`src/design/h8ild_pkg.sv`:
```
// Shared types and constants for the H8 instruction length decoder.
// No dependencies.
package h8ild_pkg;

    localparam int WINDOW_BYTES = 7;
    localparam int WIN_IDX_W    = $clog2(WINDOW_BYTES);

    typedef logic [WINDOW_BYTES-1:0][7:0] t_window;

    typedef enum logic [2:0] {
        FLOW_NONE   = 3'd0,
        FLOW_COND   = 3'd1,
        FLOW_JUMP   = 3'd2,
        FLOW_CALL   = 3'd3,
        FLOW_RET    = 3'd4,
        FLOW_REGIND = 3'd5
    } t_flow_kind;

    typedef enum logic [1:0] {
        MODE_DIRECT    = 2'd0,
        MODE_INDIRECT  = 2'd1,
        MODE_ABSOLUTE  = 2'd2,
        MODE_IMMEDIATE = 2'd3
    } t_mode;

    typedef struct packed {
        logic [7:0]  pc_page;
        logic [15:0] pc_offset;
        logic [7:0]  code_byte_0;
        logic [7:0]  code_byte_1;
        logic [7:0]  code_byte_2;
        logic [7:0]  code_byte_3;
        logic [7:0]  code_byte_4;
        logic [7:0]  code_byte_5;
        logic [7:0]  code_byte_6;
    } t_in_req;

    typedef struct packed {
        logic        is_valid;
        logic [2:0]  length;
        t_flow_kind  flow_kind;
        logic [7:0]  target_page;
        logic [15:0] target_offset;
        logic [3:0]  mode_nibble;
        logic [2:0]  reg_field;
        logic        word_size;
        logic [4:0]  op_group;
        logic [2:0]  op_subfield;
        logic        extended;
    } t_out_req;

    // General-operand decode handed from the operand decoder to the main decoder.
    typedef struct packed {
        logic       is_valid;
        logic [2:0] length;
        logic [3:0] mode_nibble;
        logic [2:0] reg_field;
        logic       word_size;
        logic [4:0] op_group;
        logic [2:0] op_subfield;
        logic       extended;
    } t_gen_result;

endpackage

```
`src/design/h8ild_gen_decode.sv`:
```
// General-operand decoder: addressing mode, opcode byte, length and form traps.
// Depends on h8ild_pkg.
module h8ild_gen_decode (
    input  h8ild_pkg::t_window     i_window,
    output h8ild_pkg::t_gen_result o_gen
);

    logic [7:0]                      op;
    logic [3:0]                      top;
    logic [2:0]                      rf;
    logic                            ws;
    logic [h8ild_pkg::WIN_IDX_W-1:0] pos;
    logic [h8ild_pkg::WIN_IDX_W-1:0] pos_next;
    h8ild_pkg::t_mode                mode;
    logic [7:0]                      opc_first;
    logic [7:0]                      opc;
    logic                            ext;
    logic [4:0]                      grp;
    logic [2:0]                      sub;
    logic [2:0]                      tail;

    function automatic logic ctl_reg_allowed(input logic word, input logic [2:0] r);
        logic ok;
        if (word) begin
            ok = (r == 3'd0) || (r == 3'd3) || (r == 3'd4) || (r == 3'd5);
        end else begin
            ok = (r == 3'd1) || (r == 3'd3) || (r == 3'd4) || (r == 3'd5) || (r == 3'd7);
        end
        return ok;
    endfunction

    function automatic logic form_allowed(
        input logic [4:0]       g,
        input logic [2:0]       s,
        input logic             e,
        input h8ild_pkg::t_mode m,
        input logic             word
    );
        logic ok;
        unique case (g)
            5'd0: ok = ((m == h8ild_pkg::MODE_INDIRECT) || (m == h8ild_pkg::MODE_ABSOLUTE))
                       && s[2];
            5'd1: ok = (s[1] == 1'b0);
            5'd2: begin
                if (s >= 3'd3 && s <= 3'd6) begin
                    ok = (m != h8ild_pkg::MODE_IMMEDIATE);
                end else if (s <= 3'd2) begin
                    ok = (m == h8ild_pkg::MODE_DIRECT) && !word;
                end else begin
                    ok = 1'b0;
                end
            end
            5'd3:         ok = (m != h8ild_pkg::MODE_IMMEDIATE) && (s != 3'd7);
            5'd9, 5'd11:  ok = (m != h8ild_pkg::MODE_IMMEDIATE) || ctl_reg_allowed(word, s);
            5'd13:        ok = 1'b0;
            5'd15:        ok = (m != h8ild_pkg::MODE_IMMEDIATE);
            5'd16:        ok = !e;
            5'd17:        ok = ctl_reg_allowed(word, s);
            5'd18: begin
                if (e) begin
                    ok = 1'b0;
                end else if (m == h8ild_pkg::MODE_DIRECT) begin
                    ok = word;
                end else begin
                    ok = 1'b1;
                end
            end
            5'd19: ok = (m != h8ild_pkg::MODE_IMMEDIATE) && ctl_reg_allowed(word, s);
            default: ok = (g >= 5'd24) ? (m != h8ild_pkg::MODE_IMMEDIATE) : 1'b1;
        endcase
        return ok;
    endfunction

    assign op  = i_window[0];
    assign top = op[7:4];
    assign rf  = op[2:0];
    assign ws  = op[3];

    // Locate the opcode byte behind the addressing-mode extension bytes.
    always_comb begin
        priority if (top == 4'he) begin
            pos  = 3'd2;
            mode = h8ild_pkg::MODE_INDIRECT;
        end else if (top == 4'hf) begin
            pos  = 3'd3;
            mode = h8ild_pkg::MODE_INDIRECT;
        end else if (top == 4'h0 && rf == 3'd5) begin
            pos  = 3'd2;
            mode = h8ild_pkg::MODE_ABSOLUTE;
        end else if (top == 4'h0 && rf == 3'd4) begin
            pos  = ws ? 3'd3 : 3'd2;
            mode = h8ild_pkg::MODE_IMMEDIATE;
        end else if (top == 4'h1 && rf == 3'd5) begin
            pos  = 3'd3;
            mode = h8ild_pkg::MODE_ABSOLUTE;
        end else if (top == 4'hb || top == 4'hc || top == 4'hd) begin
            pos  = 3'd1;
            mode = h8ild_pkg::MODE_INDIRECT;
        end else begin
            pos  = 3'd1;
            mode = h8ild_pkg::MODE_DIRECT;
        end
    end

    assign pos_next  = pos + 3'd1;
    assign opc_first = i_window[pos];
    assign ext       = (opc_first == 8'h00);
    assign opc       = ext ? i_window[pos_next] : opc_first;
    assign grp       = opc[7:3];
    assign sub       = opc[2:0];

    // Immediate tail: subfields 4 and 6 take one byte, 5 and 7 take two.
    assign tail = ((grp == 5'd0) && sub[2] &&
                   ((mode == h8ild_pkg::MODE_INDIRECT) || (mode == h8ild_pkg::MODE_ABSOLUTE)))
                  ? (sub[0] ? 3'd2 : 3'd1) : 3'd0;

    assign o_gen.is_valid    = form_allowed(grp, sub, ext, mode, ws);
    assign o_gen.length      = pos_next + {2'b00, ext} + tail;
    assign o_gen.mode_nibble = top;
    assign o_gen.reg_field   = rf;
    assign o_gen.word_size   = ws;
    assign o_gen.op_group    = grp;
    assign o_gen.op_subfield = sub;
    assign o_gen.extended    = ext;

endmodule

```
`src/design/h8ild_decode.sv`:
```
// First-byte decoder: length, flow kind and branch target for one window.
// Depends on h8ild_pkg and h8ild_gen_decode.
module h8ild_decode (
    input  h8ild_pkg::t_in_req  i_req,
    output h8ild_pkg::t_out_req o_res
);

    h8ild_pkg::t_window     win;
    h8ild_pkg::t_gen_result gen;
    logic [7:0]             op;
    logic [7:0]             b1;
    logic [7:0]             b2;
    logic [7:0]             b3;
    logic [15:0]            rel8_2;
    logic [15:0]            rel8_3;
    logic [15:0]            rel16_3;
    logic                   valid;
    logic [2:0]             len;
    h8ild_pkg::t_flow_kind  kind;
    logic [7:0]             tpage;
    logic [15:0]            toff;
    logic                   use_gen;

    always_comb begin
        win    = '0;
        win[0] = i_req.code_byte_0;
        win[1] = i_req.code_byte_1;
        win[2] = i_req.code_byte_2;
        win[3] = i_req.code_byte_3;
        win[4] = i_req.code_byte_4;
        win[5] = i_req.code_byte_5;
        win[6] = i_req.code_byte_6;
    end

    h8ild_gen_decode u_gen (
        .i_window (win),
        .o_gen    (gen)
    );

    assign op = win[0];
    assign b1 = win[1];
    assign b2 = win[2];
    assign b3 = win[3];

    // Page-relative targets wrap at 16 bits.
    assign rel8_2  = i_req.pc_offset + 16'd2 + {{8{b1[7]}}, b1};
    assign rel8_3  = i_req.pc_offset + 16'd3 + {{8{b2[7]}}, b2};
    assign rel16_3 = i_req.pc_offset + 16'd3 + {b1, b2};

    always_comb begin
        valid   = 1'b0;
        len     = 3'd1;
        kind    = h8ild_pkg::FLOW_NONE;
        tpage   = 8'h00;
        toff    = 16'h0000;
        use_gen = 1'b0;
        priority if (op == 8'h00 || op == 8'h1a) begin
            valid = 1'b1;
        end else if (op == 8'h02 || op == 8'h12) begin
            len   = 3'd2;
            valid = 1'b1;
        end else if (op == 8'h01 || op == 8'h06 || op == 8'h07) begin
            if (b1[7:3] == 5'h17) begin
                len   = 3'd3;
                kind  = h8ild_pkg::FLOW_COND;
                tpage = i_req.pc_page;
                toff  = rel8_3;
                valid = 1'b1;
            end else begin
                len  = 3'd2;
                kind = h8ild_pkg::FLOW_REGIND;
            end
        end else if (op == 8'h11) begin
            len = 3'd2;
            if (b1 == 8'h19) begin
                kind  = h8ild_pkg::FLOW_RET;
                valid = 1'b1;
            end else begin
                kind  = h8ild_pkg::FLOW_REGIND;
                valid = (b1[7:3] == 5'h19) || (b1[7:3] == 5'h1a) || (b1[7:3] == 5'h1b);
            end
        end else if (op == 8'h10 || op == 8'h18) begin
            len   = 3'd3;
            kind  = (op == 8'h10) ? h8ild_pkg::FLOW_JUMP : h8ild_pkg::FLOW_CALL;
            tpage = i_req.pc_page;
            toff  = {b1, b2};
            valid = 1'b1;
        end else if (op == 8'h03 || op == 8'h13) begin
            len   = 3'd4;
            kind  = (op == 8'h03) ? h8ild_pkg::FLOW_CALL : h8ild_pkg::FLOW_JUMP;
            tpage = b1;
            toff  = {b2, b3};
            valid = 1'b1;
        end else if (op == 8'h08) begin
            len   = 3'd2;
            valid = (b1[7:4] == 4'h1);
        end else if (op == 8'h0a || op == 8'h19) begin
            kind  = h8ild_pkg::FLOW_RET;
            valid = 1'b1;
        end else if (op == 8'h0e) begin
            len   = 3'd2;
            kind  = h8ild_pkg::FLOW_CALL;
            tpage = i_req.pc_page;
            toff  = rel8_2;
            valid = 1'b1;
        end else if (op == 8'h1e) begin
            len   = 3'd3;
            kind  = h8ild_pkg::FLOW_CALL;
            tpage = i_req.pc_page;
            toff  = rel16_3;
            valid = 1'b1;
        end else if (op == 8'h14 || op == 8'h1c) begin
            len   = 3'd2;
            kind  = h8ild_pkg::FLOW_RET;
            valid = (op == 8'h14);
        end else if (op >= 8'h20 && op <= 8'h3f) begin
            len   = op[4] ? 3'd3 : 3'd2;
            toff  = op[4] ? rel16_3 : rel8_2;
            kind  = h8ild_pkg::FLOW_COND;
            tpage = i_req.pc_page;
            valid = 1'b1;
        end else if (op >= 8'h40 && op <= 8'h4f) begin
            len   = op[3] ? 3'd3 : 3'd2;
            valid = 1'b1;
        end else if (op >= 8'h50 && op <= 8'h57) begin
            len   = 3'd2;
            valid = 1'b1;
        end else if (op >= 8'h58 && op <= 8'h5f) begin
            len   = 3'd3;
            valid = 1'b1;
        end else if (op >= 8'h60 && op <= 8'h9f) begin
            len   = 3'd2;
            valid = 1'b1;
        end else if (op == 8'h04 || op == 8'h05 || op == 8'h0c || op == 8'h0d ||
                     op == 8'h15 || op == 8'h1d || op >= 8'ha0) begin
            use_gen = 1'b1;
            len     = gen.length;
            valid   = gen.is_valid;
        end else begin
            // unassigned first byte: everything stays zero
            len = 3'd0;
        end
    end

    assign o_res.is_valid      = valid;
    assign o_res.length        = valid ? len : 3'd0;
    assign o_res.flow_kind     = kind;
    assign o_res.target_page   = tpage;
    assign o_res.target_offset = toff;
    assign o_res.mode_nibble   = use_gen ? gen.mode_nibble : 4'h0;
    assign o_res.reg_field     = use_gen ? gen.reg_field   : 3'd0;
    assign o_res.word_size     = use_gen ? gen.word_size   : 1'b0;
    assign o_res.op_group      = use_gen ? gen.op_group    : 5'd0;
    assign o_res.op_subfield   = use_gen ? gen.op_subfield : 3'd0;
    assign o_res.extended      = use_gen ? gen.extended    : 1'b0;

endmodule

```
`src/design/h8_instruction_length_decoder.sv`:
```
// H8/532 instruction length pre-decoder, top level.
// Throughput: one request per cycle; the input register keeps taking requests
// while a finished result waits, and stalls only when both registers are full.
// Reset (i_rst_n, synchronous, active low) empties both registers.
// Depends on h8ild_pkg and h8ild_decode.
module h8_instruction_length_decoder (
    input  logic                i_clk,
    input  logic                i_rst_n,
    input  logic                i_in_valid,
    output logic                o_in_stall,
    input  h8ild_pkg::t_in_req  i_in_data,
    output logic                o_out_valid,
    input  logic                i_out_stall,
    output h8ild_pkg::t_out_req o_out_data
);

    logic                r_in_valid;
    logic                n_in_valid;
    h8ild_pkg::t_in_req  r_in_data;
    logic                r_out_valid;
    logic                n_out_valid;
    h8ild_pkg::t_out_req r_out_data;
    h8ild_pkg::t_out_req dec_res;
    logic                advance;
    logic                take_in;

    h8ild_decode u_decode (
        .i_req (r_in_data),
        .o_res (dec_res)
    );

    // Advance into the result register when it is empty or being drained.
    assign advance    = !r_out_valid || !i_out_stall;
    assign o_in_stall = r_in_valid && !advance;
    assign take_in    = i_in_valid && !o_in_stall;

    always_comb begin
        n_in_valid  = o_in_stall ? r_in_valid : i_in_valid;
        n_out_valid = advance ? r_in_valid : r_out_valid;
    end

    always_ff @(posedge i_clk) begin
        if (!i_rst_n) begin
            r_in_valid  <= 1'b0;
            r_out_valid <= 1'b0;
        end else begin
            r_in_valid  <= n_in_valid;
            r_out_valid <= n_out_valid;
        end
    end

    always_ff @(posedge i_clk) begin
        if (take_in) begin
            r_in_data <= i_in_data;
        end
        if (advance && r_in_valid) begin
            r_out_data <= dec_res;
        end
    end

    assign o_out_valid = r_out_valid;
    assign o_out_data  = r_out_data;

endmodule

```
`config.mk`:
```
export PLATFORM = sky130hd
export DESIGN_NAME = h8_instruction_length_decoder
export DESIGN_NICKNAME = d
export VERILOG_FILES = /design/src/design/h8ild_pkg.sv /design/src/design/h8ild_gen_decode.sv /design/src/design/h8ild_decode.sv /design/src/design/h8_instruction_length_decoder.sv
export SDC_FILE = /design/constraint.sdc
export NUM_CORES = 1
export LEC_CHECK = 0
export BUFFER_PORTS_ARGS = -buffer_cell sky130_fd_sc_hd__buf_2
export CELL_PAD_IN_SITES_DETAIL_PLACEMENT = 1
export CELL_PAD_IN_SITES_GLOBAL_PLACEMENT = 2
export CORE_MARGIN = 8
export CORE_UTILIZATION = 40
export DETAILED_ROUTE_END_ITERATION = 6
export HOLD_SLACK_MARGIN = 0.08
export PLACE_DENSITY_LB_ADDON = 0.1
export SYNTH_ARGS = -nofsm -noshare
export SYNTH_HDL_FRONTEND = slang
export SYNTH_SLANG_ARGS = --single-unit
export TNS_END_PERCENT = 20
```
`constraint.sdc`:
```
create_clock -name i_clk -period 10.65 [get_ports i_clk]
set_input_delay 2.13 -clock i_clk [delete_from_list [all_inputs] [get_ports i_clk]]
set_output_delay 2.13 -clock i_clk [all_outputs]
set_load 0.005 [all_outputs]
```
; Word-level counts from Yosys, hierarchy flattened
; Index checks and enable logic that the tools add are counted.
[word_totals]
reg_bits = 130
out_inout_bits = 50
inputBits = 84
[op_classes]
n_lt_le_gt_ge = 17
n_eq_ne = 58
n_addsub = 8
mux = 120
bitwise_logic = 2
n_reduce_logical = 62
[op_table]
columns = operator, n
row1 = 16-bit 2-to-1 mux, 12
row2 = 8-bit 2-to-1 mux, 14
row3 = 8-bit by 5-bit == test with 1-bit output (second input constant), 13
row4 = 3-bit 2-to-1 mux, 29
row5 = 1-bit 2-to-1 mux, 53
row6 = 16-bit adder, 3
row7 = 8-bit binary-select mux with 3-bit select, 2
row8 = 5-bit == test (second input constant), 8
row9 = 8-bit by 4-bit == test with 1-bit output (second input constant), 5
row10 = 16-bit by 2-bit adder with 16-bit output (second input constant), 2
row11 = 8-bit by 3-bit == test with 1-bit output (second input constant), 4
row12 = 8-bit by 7-bit >= comparator with 1-bit output (second input constant), 4
row13 = 1-bit logical OR, 28
row14 = 8-bit by 7-bit less-or-equal comparator with 1-bit output (second input constant), 3
row15 = 4-bit == test (second input constant), 5
row16 = 5-bit by 4-bit == test with 1-bit output (second input constant), 4
row17 = 1-bit logical AND, 18
row18 = 2-bit 2-to-1 mux, 9
row19 = 8-bit by 2-bit == test with 1-bit output (second input constant), 2
row20 = 8-bit logical NOT, 2
row21 = 3-bit == test (second input constant), 5
row22 = 1-bit case mux with 11 select lines, 1
row23 = 5-bit by 2-bit == test with 1-bit output (second input constant), 2
row24 = 4-bit by 1-bit == test with 1-bit output (second input constant), 2
row25 = 28 further kinds, 37

; Logic depth before layout (Yosys ltp)
; Gate-level depths: netlist of the first run.
[logic_depth]
ltp_word = 39
ltp_mapped = 22
ltp_nobuf = 19

; Cells and area by module
; A second synthesis of the first run with hierarchy kept.
[hier_totals]
cells_unflattened = 814
hier_area_um2 = 8764.7
[modules_own_cells]
columns = mod, seq_area_each_um2, instances, area_per_inst_um2, cells_per_inst
row1 = h8_instruction_length_decoder, 3883.7, 1, 3927.5, 136
row2 = h8ild_decode, 0.0, 1, 3310.7, 472
row3 = h8ild_gen_decode, 0.0, 1, 1526.5, 206

; Worst setup path before layout of the first run
; Ideal clock, no wire load.
[synth_timing]
path_type = input to register
start = input port i_out_stall
end = register r_in_data[0] in the netlist's numbering (enable)
stages = 2
path_buffers = 0
t_arrival_ps = 5902
slack_ps = 4219
required_ps = 10122
cell_sequence = and3_1 nor2b_1
[synth_via]
elab_chain_cells = 6
[synth_lines]
columns = element, line
row1 = start: declaration, h8_instruction_length_decoder.sv:13  ; input logic i_out_stall,
row2 = 1-bit logical NOT, h8_instruction_length_decoder.sv:33  ; assign advance = !r_out_valid || !i_out_stall;
row3 = 1-bit logical OR, h8_instruction_length_decoder.sv:33
row4 = 1-bit logical NOT, h8_instruction_length_decoder.sv:34  ; assign o_in_stall = r_in_valid && !advance;
row5 = 1-bit logical AND, h8_instruction_length_decoder.sv:34
row6 = 1-bit logical NOT, h8_instruction_length_decoder.sv:35  ; assign take_in = i_in_valid && !o_in_stall;
row7 = 1-bit logical AND, h8_instruction_length_decoder.sv:35
row8 = via take_in, h8_instruction_length_decoder.sv:25  ; logic take_in;
row9 = end signal: assignment, h8_instruction_length_decoder.sv:54  ; r_in_data <= i_in_data;
row10 = end: declaration, h8_instruction_length_decoder.sv:19  ; h8ild_pkg::t_in_req r_in_data;
; The timed path passes the listed nets, and every way through them passes these cells.
; A chain may end at the register's enable or synchronous reset.

; Worst setup path in the final report of the first run
[layout_timing]
start = register r_in_data[50] in the netlist's numbering
end = register r_out_data (netlist bit o_out_data[45]), data pin
[layout_via]
elab_chain_cells = 39
[layout_lines]
columns = element, line
row1 = 3-bit == test, "h8ild_gen_decode.sv:87, h8ild_gen_decode.sv:93"
row2 = 1-bit logical AND, h8ild_gen_decode.sv:93  ; end else if (top == 4'h1 && rf == 3'd5) begin
row3 = 2-bit 2-to-1 mux, h8ild_gen_decode.sv:93
row4 = 3-bit 2-to-1 mux, h8ild_gen_decode.sv:90  ; end else if (top == 4'h0 && rf == 3'd4) begin
row5 = 3-bit 2-to-1 mux, h8ild_gen_decode.sv:87  ; end else if (top == 4'h0 && rf == 3'd5) begin
row6 = 3-bit 2-to-1 mux, h8ild_gen_decode.sv:84  ; end else if (top == 4'hf) begin
row7 = 3-bit 2-to-1 mux, h8ild_gen_decode.sv:81  ; priority if (top == 4'he) begin
row8 = 3-bit by 1-bit adder with 3-bit output / 8-bit binary-select mux with 3-bit select (equally long branches), "h8ild_gen_decode.sv:105, h8ild_gen_decode.sv:106"
row9 = (+23 left out), --
row10 = 1-bit 2-to-1 mux, h8ild_decode.sv:88  ; end else if (op == 8'h03 || op == 8'h13) begin
row11 = 1-bit 2-to-1 mux, h8ild_decode.sv:82  ; end else if (op == 8'h10 || op == 8'h18) begin
row12 = 1-bit 2-to-1 mux, h8ild_decode.sv:73  ; end else if (op == 8'h11) begin
row13 = 1-bit 2-to-1 mux, h8ild_decode.sv:62  ; end else if (op == 8'h01 || op == 8'h06 || op == 8'h07) begin
row14 = 1-bit 2-to-1 mux, h8ild_decode.sv:59  ; end else if (op == 8'h02 || op == 8'h12) begin
row15 = 1-bit 2-to-1 mux, h8ild_decode.sv:57  ; priority if (op == 8'h00 || op == 8'h1a) begin
row16 = 1-bit inverter (no line), --
row17 = 2-bit OR reduction (no line), --
row18 = end signal: assignment, h8_instruction_length_decoder.sv:57  ; r_out_data <= dec_res;
row19 = end: declaration, h8_instruction_length_decoder.sv:22  ; h8ild_pkg::t_out_req r_out_data;
; Parallel ways exist; a longest one is shown, timed or not. The select of a mux whose other input is x is not followed.

==> results of run 1 <==
## cells in the mapped netlist, drive strengths merged, types with 13 or more instances
cell,number
nand3,25
xor2,19
a21o,14
a31oi,15
inv,32
nand2,86
clkbuf,27
ha,55
o21ai,44
a222oi,13
nor2,59
xnor2,29
mux2i,16
nor2b,17
edfxtp,128
nor3,24
a21oi,48
## tightest hold or removal path, cell delays in order (launching register included)
cell and delay (ns):
dfxtp_1 0.35, a21oi_1 0.06, nor2b_1 0.10
## where the power goes
group	total (uW)	internal [uW]	leakage [uW]	switching, uW
Combinational	310	124	0.00256	186
Clock	604	319	0.000294	285
Sequential	624	597	0.00124	27.2
## routing by layer
layer	up-vias	global-route usage (%)	part of all wire (%)
li1	3454	-	-
met1	3729	27.2	41
met2	200	40.4	52
met3	53	4.39	4.7
met4	0	7.60	2.2
met5	-	0	0
## layout make-up
type	count	share of cell area, %
well taps	280	3.40
repair buffers	146	7.40
multi-input cells	635	44.5
clock inverters	15	1.77
flip-flops and latches	130	37.6
clock buffers	17	4.12
inverters	33	1.22
## state kept, by name, indices dropped and copies added (netlist names)
register	cells
r_in_valid	1
o_out_valid	1
o_out_data	48
r_in_data	80
## cell families (layout without fill, tap and decap cells)
| family | count (synthesis) | in the layout | synth area share [%] |
|---|---|---|---|
| and+or+nand+nor | 274 | 274 | 15.9 |
| AOI/OAI and AO/OA | 229 | 229 | 19.1 |
| DFF | 130 | 130 | 44.4 |
| buffers and inverters | 71 | 211 | 3.48 |
| adders and majority gates | 59 | 59 | 8.79 |
| xor gates and xnor gates | 48 | 48 | 4.81 |
| muxes | 25 | 25 | 3.52 |
## per-stage QoR
step / utilization [%] / power, uW / std cells / area, sq um / hold slack [ns]
after global routing: 47.7 / 1600 / 1256 / 10300 / 0.573
final: 47.7 / 1540 / 1256 / 10300 / 0.544
after detailed placement: 44.9 / 943 / 1224 / 9710 / 0.535
after global placement: 44.9 / 934 / 1224 / 9710 / 0.491
after floorplan: - / 837 / 836 / 8740 / 0.466
after CTS: 47.7 / 1550 / 1256 / 10300 / 0.553
## final timing paths
check	from	end	slack, ns
max	r_in_data[50]$_DFFE_PP_	o_out_data[45]$_SDFFCE_PP0P_	4.83
min	r_in_valid$_SDFFE_PN0N_	o_out_valid$_SDFFE_PN0N_	0.54
max reg2reg	r_in_data[50]$_DFFE_PP_	o_out_data[45]$_SDFFCE_PP0P_	4.83
min reg2reg	r_in_valid$_SDFFE_PN0N_	o_out_valid$_SDFFE_PN0N_	0.54
==> summary.txt, run 1 <==
Detailed routing
  • Number of iterations in the first detailed-routing pass: 6
  • DRT iter0 DRCs: 485
  • Number of vias per cell: 5.92
  • Residual DRC count: 0
  • Vias after detailed routing: 7436
  • Final routed wirelength across all metal layers: 30400 um
  • Routed len/inst: 24.2 um
  • Post-DRT Antenna Nets: 0

Setup path
  • Critical path capture point type: register
  • Crit-path max cell delay: 0.86 ns
  • Category of the critical setup timing path: reg -> reg
  • Startpoint type of the worst setup path: register
  • Top delay family on crit path: simple AND/OR/NAND/NOR gates
  • Cell at the slowest stage of the critical path: ha_1
  • Cells along the critical path: nor4b_4 -> a31oi_4 -> ha_1 -> clkinv_1 -> nor2_1 -> mux4_2 -> a31o_1 -> o31a_1 -> nand2_1 -> nor4_1 -> and2_1 -> fa_1 -> inv_1 -> fa_1 -> o2111a_1 -> nor4_1
  • Count of buffer and inverter cells on the critical path: 2
  • Crit. path cell count: 16
  • Critical path arrival: 6.07 ns
  • Required time of the critical path: 10.90 ns
  • Number of cells on the worst reg-to-reg path: 16
  • Max Fanout on Critical Path: 25

GRT
  • Number of antenna violations at the first check in global routing: 0
  • Pin count of the biggest net entering global routing: 81
  • Global-route congestion overflow total: 0
  • Total Routing Usage GR: 22.8%
  • Number of global-route vias before repair: 8026
  • Wire length of the first global-routing pass: 46500 um

Cells and area
  • Diodes inserted: 0
  • Area taken by multi-input logic gates: 0.00459 sq mm
  • Ratio of cells with drive above 1 in the final layout: 22.5%
  • Area growth from synthesis to layout: 18.0%
  • Leading cell type in the layout, fill and taps excluded: buf_2
  • Net count, final: 1106
  • Top library cells by usage in the layout, fill and taps aside: buf_2 (133), edfxtp_1 (128), nand2_1 (86), nor2_1 (59), ha_1 (55)
  • Sequential Area: 0.00388 sq mm
  • Number of filler cells placed in the layout: 2442

Run
  • Number of violations of the max-capacitance limit: 0

Clock tree
  • Number of buffers on the longest clock path: 2
  • Clock latency on the worst-skew pair: 0.43 ns
  • Number of gates resized after cts: 0
  • Clock input transition at the sequential cells of the worst setup and hold paths: 0.07 ns
  • CTS buffer count: 17
  • Number of clock sinks: 130
  • H-tree depth reported by CTS: 4
  • Cell at the root of the clock tree: clkbuf_16
  • Buffer count from post-CTS setup fixing: 0
  • Hold-fix buffer count after cts: 0
  • CTS tree: yes

Synth
  • Yosys top cell area share: 44.0%
  • Synthesized instance count: 836
  • Library cells used by synthesis: 93
  • Top flip-flop cell by instance count after synthesis: edfxtp_1
  • Post-synth design cell area: 0.00874 sq mm
  • Largest cells by area after synthesis: edfxtp_1 (44%), ha_1 (7.9%), nand2_1 (3.7%)
  • Synth area leader: edfxtp_1
  • Fraction of synthesis flops using an asynchronous set or reset pin: 0%
  • Fraction of the yosys area taken by sequential cells: 44.4%
  • Seq cells post-synth: 130
  • Synthesized net count: 979
  • Count of flip-flops with a built-in enable after synthesis: 128
  • Yosys synthesis warning count: 0
  • Mean post-synth cell area: 10.5 sq um

STA
  • Relative slew slack: 29.0%
  • Clk_skew: 0.0122 ns
  • Measured slew at the worst slew-check pin: 1.06 ns
  • Post-layout min period: 5.82 ns
  • Setup ws final: 4.83 ns
  • Slew Limit Fails: 0
  • Maximum clock frequency: 0.172 GHz
  • Setup TNS: 0 ns
  • Unrepaired setup endpoints after global routing: no
  • Final worst-path cycle share: 54.7%
  • Final number of hold-violating endpoints: 0
  • Total of endpoints with negative setup slack in the final report: 0

Floorplanning
  • Die Y: 164 um
  • Die Outline Area: 0.0268 sq mm
  • I/O pin count: 134
  • Number of placement rows: 54
  • Initial core utilization: 40.4%
  • Die Width: 164 um
  • Core region area: 0.0216 sq mm

Placement
  • Detailed placement HPWL: 22500 um
  • Count of port buffers added during placement: 133
  • Minimum setup slack after placement: 4.84 ns
  • Final weighted congestion of routability-driven global placement: 0.895

Worst hold path
  • Worst min-delay path class: reg -> reg
  • Hold Path Stages: 2

Pwr
  • Worst voltage drop across the vdd grid: 0.000104 V
  • Leak Pwr: 0.00410 uW
  • Power per standard cell area: 149 mW/mm^2

Run status
  • Result of the run: finished, final reports clean
Note: power is estimated with default switching activity, not from simulation.
==> run 2: changes to the inputs <==
--- a/config.mk
+++ b/config.mk
@@ -9,7 +9,7 @@
 export CELL_PAD_IN_SITES_DETAIL_PLACEMENT = 1
 export CELL_PAD_IN_SITES_GLOBAL_PLACEMENT = 2
 export CORE_MARGIN = 8
-export CORE_UTILIZATION = 40
+export CORE_UTILIZATION = 37
 export DETAILED_ROUTE_END_ITERATION = 6
 export HOLD_SLACK_MARGIN = 0.08
 export PLACE_DENSITY_LB_ADDON = 0.1
==> constraint.sdc (replaced) <==
create_clock -name i_clk -period 5.5 [get_ports i_clk]
set_input_delay 1.1 -clock i_clk [delete_from_list [all_inputs] [get_ports i_clk]]
set_output_delay 1.1 -clock i_clk [all_outputs]
set_load 0.005 [all_outputs]
==> summary.txt, run 2 (synthesized netlist as in run 1, its figures left out) <==
Clock tree
  • Clock input transition at the sequential cells of the worst setup and hold paths: 0.07 ns (about the same)
  • CTS tree: yes (unchanged)
  • CTS buffer count: 17 (unchanged)
  • Number of clock sinks: 130 (unchanged)
  • Number of buffers on the longest clock path: 2 (unchanged)
  • Cell at the root of the clock tree: clkbuf_16 (unchanged)
  • H-tree depth reported by CTS: 4 (unchanged)
  • Buffer count from post-CTS setup fixing: 0 (unchanged)
  • Clock latency on the worst-skew pair: 0.43 ns (about the same)

Cells and area
  • Max reg flops: 80 (unchanged)
  • Number of filler cells placed in the layout: 2636 (was 2442)
  • Top library cells by usage in the layout, fill and taps aside: buf_2 (133), edfxtp_1 (128), nand2_1 (86), nor2_1 (59), ha_1 (54) (was buf_2 (133), edfxtp_1 (128), nand2_1 (86), nor2_1 (59), ha_1 (55))
  • Register name with the most flops: r_in_data (unchanged)
  • Area growth from synthesis to layout: 19.4% (was 18.0%)
  • Sequential Area: 0.00388 sq mm (unchanged)
  • Leading cell type in the layout, fill and taps excluded: buf_2 (unchanged)
  • Utilization after layout: 44.7% (was 47.7%)
  • Area taken by multi-input logic gates: 0.00459 sq mm (about the same)
  • Ratio of cells with drive above 1 in the final layout: 23.7% (was 22.5%)
  • Post-route non-filler standard cell count: 1307 (was 1256)
  • Net count, final: 1118 (was 1106)
  • Post-route design area: 0.0104 sq mm (was 0.0103 sq mm)
  • Diodes inserted: 0 (unchanged)

Floorplanning
  • Die Y: 170 um (was 164 um)
  • Core region area: 0.0233 sq mm (was 0.0216 sq mm)
  • Die Outline Area: 0.0288 sq mm (was 0.0268 sq mm)
  • I/O pin count: 134 (unchanged)
  • Initial core utilization: 37.5% (was 40.4%)
  • Number of placement rows: 56 (was 54)
  • Die Width: 170 um (was 164 um)

Placement
  • Cell Count Post-Placement: 1275 (was 1224)
  • Final weighted congestion of routability-driven global placement: 0.908 (was 0.895)
  • Count of port buffers added during placement: 133 (unchanged)
  • Total placed instance area: 0.00985 sq mm (was 0.00971 sq mm)
  • Detailed placement HPWL: 24100 um (was 22500 um)

Detailed routing
  • Vias after detailed routing: 7480 (was 7436)
  • Routed len/inst: 24.5 um (was 24.2 um)
  • Number of vias per cell: 5.72 (was 5.92)
  • Number of iterations in the first detailed-routing pass: 7 (was 6)
  • Post-DRT Antenna Nets: 0 (unchanged)
  • Final routed wirelength across all metal layers: 32000 um (was 30400 um)
  • Residual DRC count: 0 (unchanged)
  • DRT iter0 DRCs: 471 (was 485)

Pwr
  • Combinational share of power: 20.6% (was 20.2%)
  • Worst voltage drop across the vdd grid: 0.000172 V (was 0.000104 V)
  • Part of the power in the clock network: 38.9% (was 39.3%)
  • Power per standard cell area: 286 mW/mm^2 (was 149 mW/mm^2)
  • Sw Ratio: 32.5% (was 32.4%)
  • Internal Power: 2010 uW (was 1040 uW)
  • Net load switching power: 971 uW (was 498 uW)
  • Proportion of power drawn by flip-flops and latches: 40.4% (was 40.6%)
  • Leak Pwr: 0.00414 uW (was 0.00410 uW)

Run
  • Number of violations of the max-capacitance limit: 0 (unchanged)

GRT
  • Pin count of the biggest net entering global routing: 81 (unchanged)
  • Global-route congestion overflow total: 0 (unchanged)
  • Wire length of the first global-routing pass: 49300 um (was 46500 um)
  • Met2 capacity usage during global routing: 39.9% (was 40.4%)
  • Met3 routing resource usage after global routing: 3.58% (was 4.39%)
  • Total Routing Usage GR: 22.6% (was 22.8%)
  • Number of global-route vias before repair: 8109 (was 8026)
  • GRT met1 Usage: 27.7% (was 27.2%)
  • Number of antenna violations at the first check in global routing: 1 (was 0)
  • Most Crowded Layer GR: met2 (unchanged)

STA
  • Final worst-path cycle share: 92.7% (was 54.7%)
  • Measured slew at the worst slew-check pin: 1.10 ns (was 1.06 ns)
  • Tightest hold margin: 0.547 ns (was 0.544 ns)
  • Total of endpoints with negative setup slack in the final report: 0 (unchanged)
  • Post-layout min period: 5.10 ns (was 5.82 ns)
  • Slew Limit Fails: 0 (unchanged)
  • Relative slew slack: 26.6% (was 29.0%)
  • Clk_skew: 0.0129 ns (was 0.0122 ns)
  • Setup TNS: 0 ns (unchanged)
  • Final number of hold-violating endpoints: 0 (unchanged)
  • Unrepaired setup endpoints after global routing: no (unchanged)
  • Maximum clock frequency: 0.196 GHz (was 0.172 GHz)

Setup path
  • Max Fanout on Critical Path: 17 (was 25)
  • Cells along the critical path: and3_1 -> a31oi_4 -> inv_2 -> ha_2 -> clkinvlp_4 -> nor2_1 -> mux4_2 -> a31o_1 -> o31a_1 -> nand2_1 -> nor4_1 -> and2_1 -> fa_1 -> inv_1 -> fa_1 -> o2111a_1 -> nor4_1 (was nor4b_4 -> a31oi_4 -> ha_1 -> clkinv_1 -> nor2_1 -> mux4_2 -> a31o_1 -> o31a_1 -> nand2_1 -> nor4_1 -> and2_1 -> fa_1 -> inv_1 -> fa_1 -> o2111a_1 -> nor4_1)
  • Worst setup startpoint: r_in_data[55]$_DFFE_PP_ (was r_in_data[50]$_DFFE_PP_)
  • Number of cells on the worst reg-to-reg path: 17 (was 16)
  • Category of the critical setup timing path: reg -> reg (unchanged)
  • Required time of the critical path: 5.73 ns (was 10.90 ns)
  • Setup crit end: o_out_data[45]$_SDFFCE_PP0P_ (unchanged)
  • Crit-path max cell delay: 0.63 ns (was 0.86 ns)
  • Cell at the slowest stage of the critical path: edfxtp_1 (was ha_1)
  • Capture point of the worst reg-to-reg path: o_out_data[45]$_SDFFCE_PP0P_ (unchanged)
  • Count of buffer and inverter cells on the critical path: 3 (was 2)
  • Crit. path cell count: 17 (was 16)
  • Worst setup slack for register-to-register paths: 0.40 ns (was 4.83 ns)
  • Top delay family on crit path: simple AND/OR/NAND/NOR gates (unchanged)
  • Critical path capture point type: register (unchanged)
  • Startpoint type of the worst setup path: register (unchanged)
  • Startpoint of the lowest-slack register-to-register path: r_in_data[55]$_DFFE_PP_ (was r_in_data[50]$_DFFE_PP_)
  • Critical path arrival: 5.32 ns (was 6.07 ns)

Worst hold path
  • Worst min-delay path class: reg -> reg (unchanged)
  • Hold Path Stages: 1 (was 2)

Run status
  • Result of the run: finished, final reports clean (unchanged)
## run 2: changes by cell type in the layout (fill, tap and decap cells not counted), sizes merged
cell / change
buf: +12
clkinv: -3
clkinvlp: +2
inv: +1
## run 2: layout make-up
| type | instances | share of cell area (%) |
|---|---|---|
| well taps | 319 | 3.82 |
| repair buffers | 158 | 8.17 |
| inverters | 33 | 1.25 |
| multi-input cells | 635 | 44.0 |
| flip-flops and latches | 130 | 37.2 |
| clock buffers | 17 | 4.07 |
| clock inverters | 15 | 1.52 |
## run 2: per-stage QoR
step	total power [uW]	setup WS [ns]
final	2980	0.403
after global routing	3110	0.0925
after CTS	3020	0.267
after detailed placement	1840	0.327
after global placement	1830	0.589
after floorplan	1620	0.0993
## run 2: worst min path at each step
| stage | startpoint | end | slack, ns |
|---|---|---|---|
| floorplan | r_in_valid$_SDFFE_PN0N_ | o_out_valid$_SDFFE_PN0N_ | 0.47 |
| global placement | r_in_valid$_SDFFE_PN0N_ | o_out_valid$_SDFFE_PN0N_ | 0.49 |
| detailed placement | r_in_data[74]$_DFFE_PP_ | o_out_data[35]$_SDFFCE_PP0P_ | 0.53 |
| CTS | r_in_data[74]$_DFFE_PP_ | o_out_data[35]$_SDFFCE_PP0P_ | 0.55 |
| global route | r_in_data[74]$_DFFE_PP_ | o_out_data[35]$_SDFFCE_PP0P_ | 0.57 |
| finish | r_in_data[74]$_DFFE_PP_ | o_out_data[35]$_SDFFCE_PP0P_ | 0.55 |
## run 2: power groups by stage
stage	combinational (uW)	sequential [uW]	clock, uW
floorplan	407	1210	0
global placement	600	1230	0
detailed placement	614	1230	0
CTS	619	1210	1190
global route	678	1210	1220
finish	615	1210	1160
## run 2: layer usage
metal  up-vias  routed length [um]  share of wire [%]
met5         -                   0                  0
met4         0                 692                2.2
met3        50                1570                4.9
met2       226               16400                 51
met1      3716               13400                 42
li1       3488                   -                  -
## run 2: worst register-to-register path, stage by stage, from the launching register on
cell	delay (ns)
edfxtp_1	0.63
and3_1	0.34
a31oi_4	0.34
inv_2	0.08
ha_2	0.49
clkinvlp_4	0.26
nor2_1	0.16
mux4_2	0.25
a31o_1	0.15
o31a_1	0.33
nand2_1	0.09
nor4_1	0.36
and2_1	0.20
fa_1	0.17
inv_1	0.05
fa_1	0.44
o2111a_1	0.25
nor4_1	0.30
## run 2: timing repair
action                     4_1_cts  5_1_grt
hold buffers                     0        0
gates resized for setup          0        2
hold endpoints to repair         0        0
setup endpoints to repair        0        1
==> run 3: changes to the inputs <==
--- a/config.mk
+++ b/config.mk
@@ -13,6 +13,8 @@
 export DETAILED_ROUTE_END_ITERATION = 6
 export HOLD_SLACK_MARGIN = 0.08
 export PLACE_DENSITY_LB_ADDON = 0.1
+export RECOVER_POWER = 100
+export SLEW_MARGIN = 20
 export SYNTH_ARGS = -nofsm -noshare
 export SYNTH_HDL_FRONTEND = slang
 export SYNTH_SLANG_ARGS = --single-unit
==> summary.txt, run 3 (synthesized netlist as in run 1, its figures left out) <==
Clock tree
  • Hold-fix buffer count after cts: 0 (unchanged)
  • CTS buffer count: 17 (unchanged)
  • H-tree depth reported by CTS: 4 (unchanged)
  • Number of clock sinks: 130 (unchanged)
  • Cell at the root of the clock tree: clkbuf_16 (unchanged)
  • Clock latency on the worst-skew pair: 0.43 ns (about the same)
  • Clock input transition at the sequential cells of the worst setup and hold paths: 0.07 ns (about the same)
  • Number of buffers on the longest clock path: 2 (unchanged)
  • CTS tree: yes (unchanged)

STA
  • Tightest hold margin: 0.547 ns (about the same)
  • Final worst-path cycle share: 93.5% (was 92.7%)
  • Slew Limit Fails: 88 (was 0)
  • Unrepaired setup endpoints after global routing: no (unchanged)
  • Clk_skew: 0.0133 ns (was 0.0129 ns)
  • Total of endpoints with negative setup slack in the final report: 0 (unchanged)
  • Relative slew slack: -110% (was 26.6%)
  • Measured slew at the worst slew-check pin: 3.15 ns (was 1.10 ns)
  • Maximum clock frequency: 0.194 GHz (was 0.196 GHz)
  • Setup TNS: 0 ns (unchanged)
  • Final number of hold-violating endpoints: 0 (unchanged)
  • Post-layout min period: 5.14 ns (was 5.10 ns)

Pwr
  • Worst voltage drop across the vdd grid: 0.000172 V (about the same)
  • Total power draw: 2980 uW (about the same)
  • Leak Pwr: 0.00395 uW (was 0.00414 uW)
  • Power per standard cell area: 288 mW/mm^2 (was 286 mW/mm^2)

Setup path
  • Critical path capture point type: register (unchanged)
  • Max Fanout on Critical Path: 17 (unchanged)
  • Critical path arrival: 5.37 ns (was 5.32 ns)
  • Required time of the critical path: 5.73 ns (about the same)
  • Startpoint type of the worst setup path: register (unchanged)
  • Category of the critical setup timing path: reg -> reg (unchanged)

Placement
  • Detailed placement HPWL: 24100 um (unchanged)
  • Count of port buffers added during placement: 133 (unchanged)
  • Total placed instance area: 0.00985 sq mm (unchanged)
  • Final weighted congestion of routability-driven global placement: 0.908 (unchanged)

Detailed routing
  • Number of vias per cell: 5.69 (was 5.72)
  • Vias after detailed routing: 7437 (was 7480)
  • Residual DRC count: 0 (unchanged)
  • Post-DRT Antenna Nets: 0 (unchanged)
  • Final routed wirelength across all metal layers: 32100 um (was 32000 um)
  • DRT iter0 DRCs: 455 (was 471)
  • Number of iterations in the first detailed-routing pass: 5 (was 7)
  • Routed len/inst: 24.6 um (was 24.5 um)

Cells and area
  • Number of filler cells placed in the layout: 2662 (was 2636)
  • Top library cells by usage in the layout, fill and taps aside: edfxtp_1 (128), nand2_1 (86), buf_2 (72), clkbuf_1 (68), nor2_1 (59) (was buf_2 (133), edfxtp_1 (128), nand2_1 (86), nor2_1 (59), ha_1 (54))
  • Post-route design area: 0.0103 sq mm (was 0.0104 sq mm)
  • Utilization after layout: 44.3% (was 44.7%)
  • Ratio of cells with drive above 1 in the final layout: 16.7% (was 23.7%)
  • Leading cell type in the layout, fill and taps excluded: edfxtp_1 (was buf_2)
  • Diodes inserted: 0 (unchanged)
  • Net count, final: 1119 (was 1118)
  • Max reg flops: 80 (unchanged)
  • Register name with the most flops: r_in_data (unchanged)
  • Area growth from synthesis to layout: 18.2% (was 19.4%)

Run status
  • Result of the run: complete, but fails checks (was finished, final reports clean)
  • Violated checks: capacitance limit, slew limit

GRT
  • Wire length of the first global-routing pass: 49300 um (unchanged)
  • GRT met1 Usage: 27.7% (unchanged)
  • Pin count of the biggest net entering global routing: 81 (unchanged)
  • Total Routing Usage GR: 22.6% (unchanged)
  • Met3 routing resource usage after global routing: 3.58% (unchanged)
  • Number of antenna violations at the first check in global routing: 1 (unchanged)
  • Global-route congestion overflow total: 0 (unchanged)
  • Met2 capacity usage during global routing: 39.9% (unchanged)
  • Most Crowded Layer GR: met2 (unchanged)
  • Number of global-route vias before repair: 8109 (unchanged)

Floorplanning
  • Core region area: 0.0233 sq mm (unchanged)
  • I/O pin count: 134 (unchanged)
  • Die Width: 170 um (unchanged)
  • Initial core utilization: 37.5% (unchanged)
  • Number of placement rows: 56 (unchanged)
  • Die Outline Area: 0.0288 sq mm (unchanged)
  • Die Y: 170 um (unchanged)

Worst hold path
  • Worst min-delay path class: reg -> reg (unchanged)

Run
  • Number of violations of the max-capacitance limit: 2 (was 0)
[run 3: changes by cell type in the layout (fill, tap and decap cells not counted), sizes merged]
cell / delta
buf: -68
clkbuf: +69
[run 3: area by class of cell]
class | instances | area (sq um) | share of cell area [%]
multi-input combinational | 635 | 4580 | 44.3
sequential | 130 | 3880 | 37.6
timing repair buffer | 159 | 756 | 7.31
clock buffer | 17 | 425 | 4.12
tap | 319 | 399 | 3.86
clock inverter | 15 | 159 | 1.54
inverter | 33 | 130 | 1.26
[run 3: path summary, 6_finish.rpt]
path	from	end	slack [ns]	depth (start not counted)
max	r_in_data[55]$_DFFE_PP_	o_out_data[45]$_SDFFCE_PP0P_	0.36	17
min	r_in_data[74]$_DFFE_PP_	o_out_data[35]$_SDFFCE_PP0P_	0.55	1
min reg2reg	r_in_data[74]$_DFFE_PP_	o_out_data[35]$_SDFFCE_PP0P_	0.55	1
max reg2reg	r_in_data[55]$_DFFE_PP_	o_out_data[45]$_SDFFCE_PP0P_	0.36	17
[run 3: metal layers]
metal | part of all wire (%) | up-vias
li1 | - | 3484
met3 | 4.0 | 41
met1 | 43 | 3723
met2 | 51 | 189
met5 | 0 | -
met4 | 1.8 | 0
[run 3: what timing repair did]
item | in CTS | in global routing
setup buffers | 0 | 0
endpoints found under the setup margin | 0 | 1
resized for setup | 0 | 2
[run 3: per-stage QoR]
stage               worst slack, ns  std cells
finish                        0.357       1308
global route                 0.0563       1308
CTS                           0.267       1307
detailed placement            0.327       1275
global placement              0.589       1275
floorplan                    0.0993        836
[run 3: power breakdown]
part / internal [uW] / switching, uW
combinational: 238 / 368
clock: 609 / 551
sequential: 1160 / 50.4
[run 3: critical path: stages (launching register included)]
cell        delay [ns]
edfxtp_1          0.63
and3_1            0.34
a31oi_4           0.33
inv_1             0.11
ha_2              0.50
clkinvlp_4        0.26
nor2_1            0.16
mux4_2            0.25
a31o_1            0.14
o31a_1            0.32
nand2_1           0.09
nor4_1            0.37
and2_1            0.20
fa_1              0.17
inv_1             0.05
fa_1              0.44
o2111a_1          0.25
nor4_1            0.31
